==> config.mk <==
export PLATFORM = sky130hd
export DESIGN_NAME = beep_burst_sequencer
export DESIGN_NICKNAME = d
export VERILOG_FILES = /design/src/rtl/core/bbs_pkg.sv /design/src/rtl/core/beep_burst_sequencer.sv
export SDC_FILE = /design/constraint.sdc
export NUM_CORES = 1
export LEC_CHECK = 0
export BUFFER_PORTS_ARGS = -buffer_cell sky130_fd_sc_hd__buf_2
export CAP_MARGIN = 20
export CORE_ASPECT_RATIO = 0.6
export CORE_MARGIN = 2
export CORE_UTILIZATION = 40
export DETAILED_ROUTE_END_ITERATION = 8
export PLACE_DENSITY = 0.66
export SLEW_MARGIN = 25
export SYNTH_ARGS = -nofsm -noshare
export SYNTH_HDL_FRONTEND = slang
export SYNTH_SLANG_ARGS = --single-unit
==> constraint.sdc <==
create_clock -name clock -period 9.9 [get_ports clock]
set_input_delay 1.98 -clock clock [delete_from_list [all_inputs] [get_ports clock]]
set_output_delay 1.98 -clock clock [all_outputs]
set_load 0.02 [all_outputs]
==> src/rtl/core/bbs_pkg.sv <==
`default_nettype none

package bbs_pkg;

   typedef enum logic [1:0] {
      ACT_TICK   = 2'd0,
      ACT_START  = 2'd1,
      ACT_STOP   = 2'd2,
      ACT_VOLUME = 2'd3
   } action_type;

   typedef enum logic [1:0] {
      REG_BEEP_TICKS   = 2'd0,
      REG_PAUSE_TICKS  = 2'd1,
      REG_DUTY_FLOOR   = 2'd2,
      REG_DUTY_CEILING = 2'd3
   } reg_index_type;

   localparam int unsigned TICK_W  = 16;
   localparam int unsigned DUTY_W  = 8;
   localparam int unsigned COUNT_W = 8;

   localparam logic [TICK_W-1:0] BEEP_TICKS_RESET   = 16'd500;
   localparam logic [TICK_W-1:0] PAUSE_TICKS_RESET  = 16'd500;
   localparam logic [DUTY_W-1:0] DUTY_FLOOR_RESET   = 8'd16;
   localparam logic [DUTY_W-1:0] DUTY_CEILING_RESET = 8'd128;

   typedef struct packed {
      logic               running;
      logic               sounding;
      logic               tone;
      logic [COUNT_W-1:0] done_count;
      logic [COUNT_W-1:0] target_count;
      logic [TICK_W-1:0]  elapsed;
      logic [DUTY_W-1:0]  volume;
   } seq_state_type;

endpackage

`default_nettype wire

==> src/rtl/core/beep_burst_sequencer.sv <==
`default_nettype none

// Buzzer beep-burst sequencer. Each request carries an action in req_tuser (tick, start burst,
// stop, set volume) and produces exactly one response showing the state after that action:
// PWM duty, tone flag, busy flag and tones completed. A request is registered on entry and
// then evaluated straight into the response register, so one request per clock is
// sustained while the output is not stalled; each response is presented from the response
// register, behind the input register, and is held until it is taken. The tick/phase
// compare and the duty clamp are combinational between the input and response registers.
// A burst alternates beep_ticks tone phases with pause_ticks pauses, starting with a tone
// and ending after the last tone. Configuration writes take effect immediately and do not
// re-clamp the present volume.
module beep_burst_sequencer (
   input  wire logic        clock,
   input  wire logic        reset,
   input  wire logic        req_tvalid,
   output logic             req_tready,
   input  wire logic [15:0] req_tdata,   // [7:0] beep_count, [15:8] volume_request
   input  wire logic [1:0]  req_tuser,   // [1:0] action
   output logic             rsp_tvalid,
   input  wire logic        rsp_tready,
   output logic [23:0]      rsp_tdata,   // [7:0] pwm_duty, [8] tone_on, [9] busy_res,
                                         // [17:10] beeps_done, [23:18] zero
   input  wire logic        csr_we,
   input  wire logic [1:0]  csr_index,
   input  wire logic [15:0] csr_wdata
);

   localparam int unsigned TW = bbs_pkg::TICK_W;
   localparam int unsigned DW = bbs_pkg::DUTY_W;
   localparam int unsigned CW = bbs_pkg::COUNT_W;

   // configuration
   logic [TW-1:0] beep_ticks_ff;
   logic [TW-1:0] pause_ticks_ff;
   logic [DW-1:0] duty_floor_ff;
   logic [DW-1:0] duty_ceiling_ff;

   always_ff @(posedge clock) begin
      if (reset) begin
         beep_ticks_ff   <= bbs_pkg::BEEP_TICKS_RESET;
         pause_ticks_ff  <= bbs_pkg::PAUSE_TICKS_RESET;
         duty_floor_ff   <= bbs_pkg::DUTY_FLOOR_RESET;
         duty_ceiling_ff <= bbs_pkg::DUTY_CEILING_RESET;
      end else if (csr_we) begin
         case (bbs_pkg::reg_index_type'(csr_index))
            bbs_pkg::REG_BEEP_TICKS:   beep_ticks_ff   <= csr_wdata;
            bbs_pkg::REG_PAUSE_TICKS:  pause_ticks_ff  <= csr_wdata;
            bbs_pkg::REG_DUTY_FLOOR:   duty_floor_ff   <= csr_wdata[DW-1:0];
            bbs_pkg::REG_DUTY_CEILING: duty_ceiling_ff <= csr_wdata[DW-1:0];
            default: ;
         endcase
      end
   end

   // input register
   logic                 in_valid_ff;
   bbs_pkg::action_type  in_action_ff;
   logic [CW-1:0]        in_count_ff;
   logic [DW-1:0]        in_volume_ff;
   logic                 advance;

   assign advance    = in_valid_ff && (!rsp_tvalid || rsp_tready);
   assign req_tready = !in_valid_ff || advance;

   always_ff @(posedge clock) begin
      if (reset) begin
         in_valid_ff <= 1'b0;
      end else if (req_tready) begin
         in_valid_ff <= req_tvalid;
      end
      if (req_tvalid && req_tready) begin
         in_action_ff <= bbs_pkg::action_type'(req_tuser);
         in_count_ff  <= req_tdata[7:0];
         in_volume_ff <= req_tdata[15:8];
      end
   end

   // sequencer state
   bbs_pkg::seq_state_type st_ff;
   bbs_pkg::seq_state_type st_in;
   logic [TW-1:0]          elapsed_inc;
   logic [CW-1:0]          done_inc;
   logic [DW-1:0]          raised;

   always_comb begin
      elapsed_inc = (st_ff.elapsed == {TW{1'b1}}) ? st_ff.elapsed : st_ff.elapsed + 1'b1;
      done_inc    = (st_ff.done_count == {CW{1'b1}}) ? st_ff.done_count
                                                     : st_ff.done_count + 1'b1;
      raised      = (in_volume_ff < duty_floor_ff) ? duty_floor_ff : in_volume_ff;
      st_in       = st_ff;
      case (in_action_ff)
         bbs_pkg::ACT_TICK: begin
            if (st_ff.running) begin
               st_in.elapsed = elapsed_inc;
               if (st_ff.sounding) begin
                  if (elapsed_inc >= beep_ticks_ff) begin
                     st_in.tone       = 1'b0;
                     st_in.done_count = done_inc;
                     if (done_inc >= st_ff.target_count) begin
                        st_in.running = 1'b0;
                     end else begin
                        st_in.sounding = 1'b0;
                        st_in.elapsed  = '0;
                     end
                  end
               end else if (elapsed_inc >= pause_ticks_ff) begin
                  st_in.tone     = 1'b1;
                  st_in.sounding = 1'b1;
                  st_in.elapsed  = '0;
               end
            end
         end
         bbs_pkg::ACT_START: begin
            if (in_count_ff != '0) begin
               st_in.running      = 1'b1;
               st_in.target_count = in_count_ff;
               st_in.done_count   = '0;
               st_in.sounding     = 1'b1;
               st_in.elapsed      = '0;
               st_in.tone         = 1'b1;
            end
         end
         bbs_pkg::ACT_STOP: begin
            if (st_ff.running) begin
               st_in.tone         = 1'b0;
               st_in.running      = 1'b0;
               st_in.sounding     = 1'b0;
               st_in.done_count   = '0;
               st_in.target_count = '0;
               st_in.elapsed      = '0;
            end
         end
         bbs_pkg::ACT_VOLUME: begin
            st_in.volume = (raised > duty_ceiling_ff) ? duty_ceiling_ff : raised;
         end
         default: ;
      endcase
   end

   // response register
   logic [23:0] rsp_data_in;
   logic [23:0] rsp_data_ff;
   logic        rsp_valid_ff;

   assign rsp_data_in = {6'd0, st_in.done_count, st_in.running, st_in.tone,
                         st_in.tone ? st_in.volume : {DW{1'b0}}};

   always_ff @(posedge clock) begin
      if (reset) begin
         st_ff.running      <= 1'b0;
         st_ff.sounding     <= 1'b0;
         st_ff.tone         <= 1'b0;
         st_ff.done_count   <= '0;
         st_ff.target_count <= '0;
         st_ff.elapsed      <= '0;
         st_ff.volume       <= bbs_pkg::DUTY_CEILING_RESET;
         rsp_valid_ff       <= 1'b0;
      end else begin
         if (advance) begin
            st_ff <= st_in;
         end
         if (advance) begin
            rsp_valid_ff <= 1'b1;
         end else if (rsp_tready) begin
            rsp_valid_ff <= 1'b0;
         end
      end
      if (advance) begin
         rsp_data_ff <= rsp_data_in;
      end
   end

   assign rsp_tvalid = rsp_valid_ff;
   assign rsp_tdata  = rsp_data_ff;

   // checks
   a_tone_needs_run: assert property (@(posedge clock) disable iff (reset)
      st_ff.tone |-> st_ff.running)
      else $error("tone sounding outside a burst");

   a_done_below_target: assert property (@(posedge clock) disable iff (reset)
      st_ff.running |-> (st_ff.done_count < st_ff.target_count))
      else $error("burst running past its target count");

   a_stop_idles: assert property (@(posedge clock) disable iff (reset)
      (advance && in_action_ff == bbs_pkg::ACT_STOP) |=> (!st_ff.running && !st_ff.tone))
      else $error("stop left the burst active");

   a_duty_needs_tone: assert property (@(posedge clock) disable iff (reset)
      (rsp_tvalid && rsp_tdata[7:0] != 8'd0) |-> rsp_tdata[8])
      else $error("nonzero duty with tone off");

endmodule

`default_nettype wire
Word level (Yosys, flattened, before mapping)

Index checks and enable logic that the tools add are counted.

Bits in registers: 129
Input bits: 41
Output and inout bits: 26
Word-level logic and storage cells: 79

Add/sub/neg operators: 2
Order comparisons: 5
Equality and inequality tests: 11
Multiplexer cells: 25
Reduce and logical (&&, ||, !) cells: 18

Operator list:

| kind                                                                  | number |
|---|---|
| 16-bit two-way mux                                                    | 6 |
| 16-bit one-hot mux with 3 select lines                                | 1 |
| 8-bit two-way mux                                                     | 5 |
| 35-bit two-way mux                                                    | 1 |
| 34-bit two-way mux                                                    | 1 |
| 11-bit one-hot mux with 3 select lines                                | 1 |
| 16-bit greater-or-equal comparator                                    | 2 |
| 11-bit two-way mux                                                    | 2 |
| 16-bit by 1-bit adder with 16-bit output, second input constant       | 1 |
| 16-bit equality test, second input constant                           | 1 |
| 8-bit one-hot mux with 2 select lines                                 | 1 |
| 8-bit by 1-bit adder with 8-bit output, second input constant         | 1 |
| 2-bit equality test, second input constant                            | 4 |
| 8-bit equality test, second input constant                            | 1 |
| 8-bit greater-or-equal comparator                                     | 1 |
| 8-bit greater-than comparator                                         | 1 |
| 8-bit less-than comparator                                            | 1 |
| 2-bit AND reduction                                                   | 4 |
| 8-bit nonzero test                                                    | 1 |
| 2-bit != test, second input constant                                  | 3 |
| 1-bit two-way mux                                                     | 5 |
| 5-bit AND reduction                                                   | 1 |
| 2-bit by 1-bit equality test with 1-bit output, second input constant | 2 |
| 2-bit logical NOT                                                     | 2 |
| other kinds (7)                                                       | 12 |

Longest topological paths before layout

Depth after elaboration: 8
Mapped depth: 17
Mapped depth without buffers: 15

Worst setup path after synthesis

No wires, ideal clock.

Path kind: input port to output port
Start: in rsp_tready
End: out req_tready
Data arrival time: 2.332 ns
Required time: 7.920 ns
Setup slack: 5.588 ns
Stages: 2
Path buffers: 0
Cell sequence: nor2b_1 > nand2_1

Word-level cells in the longest chain between the ends: 3

Ends and longest elaborated chain:

| item               | RTL line                   | RTL |
|---|---|---|
| start: declaration | beep_burst_sequencer.sv:21 | `input wire logic rsp_tready,` |
| 1-bit logical OR   | beep_burst_sequencer.sv:63 | `assign advance = in_valid_ff && (!rsp_tvalid \|\| rsp_tready);` |
| 1-bit logical AND  | beep_burst_sequencer.sv:63 |  |
| 1-bit logical OR   | beep_burst_sequencer.sv:64 | `assign req_tready = !in_valid_ff \|\| advance;` |
| end: declaration   | beep_burst_sequencer.sv:17 | `output logic req_tready,` |

No other way between the ends.

Worst setup path in the final report

Ends and elaborated chain as after synthesis.

==> impl_results.md <==
- Status: complete, no violations
- Root Buffer: clkbuf_16
- Drt via density: 5.320
- Drt wl/cell: 15.17 um
- CTS sink cnt: 129
- Final setup TNS: 0 ns
- Die area: 19100 sq um
- RSZ-0062 raised after global routing: no
- Filler cell count: 1701
- Hold/Removal Path Class: flip-flop to flip-flop
- Vias: 5980
- EDFF count, synth: 36
- CP Max Fanout: 4
- Uppermost routed layer: met4
- Initial drt markers: 424
- CORE AREA: 17360 sq um
- Post-CTS Resized: 0
- Drt drc: 0
- Ports: 67
- Post-DP HPWL: 12070 um
- Clock-pin slew on the worst setup and hold paths: 0.06 ns
- Register bit count reported by yosys: 129
- Fin cells: 1124
- Peak VDD IR: 0.1211 mV
- Post-synthesis sequential area ratio: 0.4093
- Starting Density: 0.4142
- Cells after Synth: 829
- Min cycle time layout: 4.519 ns
- First-pass GRT wire length: 27320 um
- DP Area: 7642 sq um
- Largest area contributor in the netlist: dfxtp_1
- Setup crit start: rsp_tready
- R2R Path End: st_ff[10]
- Reg2Reg Depth: 14
- Fmax: 221.3 MHz
- Static Leak: 3.354 nW
- Clock Path Buffers: 2
- Synth top area share: 0.2589
- CP endpoint: req_tready
- Final count of hold timing violations: 0
- Placed Cells: 1091
- Synth top area cells: dfxtp_1, edfxtp_1, ha_1
- Total GRT Usage: 0.1832
- Port-buffer cells: 60
- Final Cycle Share: 0.4564
- Total power after layout: 1.307 mW
- Max cap viols: 0
- Worst path required time: 7.92 ns
- Mapped Avg Cell Area: 8.674 sq um
- Most frequent cell after synthesis: nand2_1
- TritonCTS clock tree: yes
- Routability cong.: 0.8478
- Final #Nets: 980
- Max Slew Vio Count: 0
- Critical path endpoint category: output port
- Antenna violations before repair: 0
- Post-Syn Area: 7191 sq um
- Synth top cells by count: nand2_1, a21oi_1, dfxtp_1
- Launch point of the worst reg-to-reg path: st_ff[8]
- Layout area overhead: 14.51%
- P per Cell Area: 158.7 nW/um^2
- Post CTS Setup Buffer Count: 0
- H-tree Lvls: 4
- R2R Setup Slk: 5.59 ns
- Synth cell types: 68
- Met3 WL post-DR: 1165 um
- Final Instance Area: 8234 sq um
- Slew margin rel.: 0.3610
- Fraction of registers with async set/reset: 0
- CTS buffer count: 17
- Layout Skew: 0.01357 ns
- Sequential cell area: 2943 sq um
- Pin count of the biggest net entering global routing: 94
- Main synth FF type: dfxtp_1
- Arr. time, crit path: 2.54 ns
- CP startpoint kind: input port
- Insertion delay to the later sink of the worst-skew pair: 0.42 ns
- Vias in the first global route: 5296
- Hold buffer count at CTS: 0
- Met2 routed WL: 6799 um
- Final Setup Violations: 0
- Synth warnings: 0
- Share of cells above drive strength 1: 0.1506
- Hold Path Origin: pause_ticks_ff[15]
- Detail Route Antenna Nets: 0
- GRT overflow: 0
- Antenna diodes: 0
- Row cnt: 37
- Die Span X: 177.1 um
- Detailed-routing wirelength on met1: 8927 um
- Worst slew pin tran: 0.9526 ns
- Finished Core Util: 0.4743
- Total length of routed wires: 17050 um
- Worst Setup Path Type: input port to output port
- Vert. Die Dim: 107.9 um
- DR pass1 iterations: 5
- Area occupied by multi-input gates: 3850 sq um
-- worst min-delay path by stage --
stage,to,cells after the start
finish,pause_ticks_ff[15],2
global route,st_ff[3],2
CTS,st_ff[3],2
detailed placement,st_ff[3],2
global placement,st_ff[2],2
floorplan,st_ff[7],2
-- worst max-delay path, stage by stage --
cell     delay (ns)
buf_2          0.10
nor2b_1        0.20
nand2_1        0.10
buf_2          0.16
-- cell families (layout without fill, tap and decap cells) --
logic type,Yosys count,after routing,share of synthesized area
AOI/OAI and AO/OA,206,206,0.1843
xor gates and xnor gates,9,9,0.01096
adders and majority gates,62,62,0.1079
buffers and inverters,104,160,0.05986
DFF,129,129,0.4093
muxes,19,19,0.02802
other,1,6,0.0005215
and+or+nand+nor,299,299,0.1992
-- placed cells by master, fill, tap and decap left out, types with 4 or more instances in the layout --
master	n
a211o_1	8
a21oi_1	97
a22o_1	4
a31oi_1	13
a32oi_1	14
and2_1	6
and3_1	6
buf_2	60
clkbuf_16	17
clkinvlp_4	4
conb_1	6
dfxtp_1	93
edfxtp_1	36
ha_1	62
inv_1	63
inv_6	7
mux2_2	9
mux2i_1	10
nand2_1	122
nand2b_1	7
nand3_1	21
nand3b_1	8
nand4_1	8
nor2_1	61
nor2b_1	17
nor3_1	10
nor3b_1	9
o21a_1	8
o21ai_0	32
or2_2	4
xnor2_1	6
-- per-stage QoR --
stage	setup slack, ns	hold slack, ns
2_1_floorplan	5.588	0.4287
3_3_place_gp	5.238	0.4420
3_5_place_dp	5.088	0.4442
4_1_cts	5.380	0.4533
5_1_grt	5.275	0.4650
6_report	5.381	0.4557
-- metal layers --
layer,up-vias,track usage
met2,193,0.2551
li1,3006,-
met3,14,0.03814
met5,-,0
met1,2767,0.2830
met4,0,0.04309
-- report_power, final --
part	internal, mW	total [mW]	switching, mW	leakage, nW
clock network	0.335	0.605	0.270	0.265
logic	0.0474	0.131	0.0834	1.99
registers	0.561	0.571	0.00983	1.10
-- area by class of cell --
class | count | area share
well taps | 234 | 0.03556
inverters | 64 | 0.02917
multi-input cells | 601 | 0.4676
flip-flops and latches | 129 | 0.3574
clock buffers | 18 | 0.05334
clock inverters | 14 | 0.01444
repair buffers | 64 | 0.04255
-- state kept, by name (all words and copies together), names as in the netlist --
signal           cells
in_valid_ff          1
rsp_tdata           18
in_action_ff         2
pause_ticks_ff      16
rsp_tvalid           1
in_volume_ff         8
duty_floor_ff        8
in_count_ff          8
duty_ceiling_ff      8
beep_ticks_ff       16
st_ff               43
(Power assumes the default switching activity.)
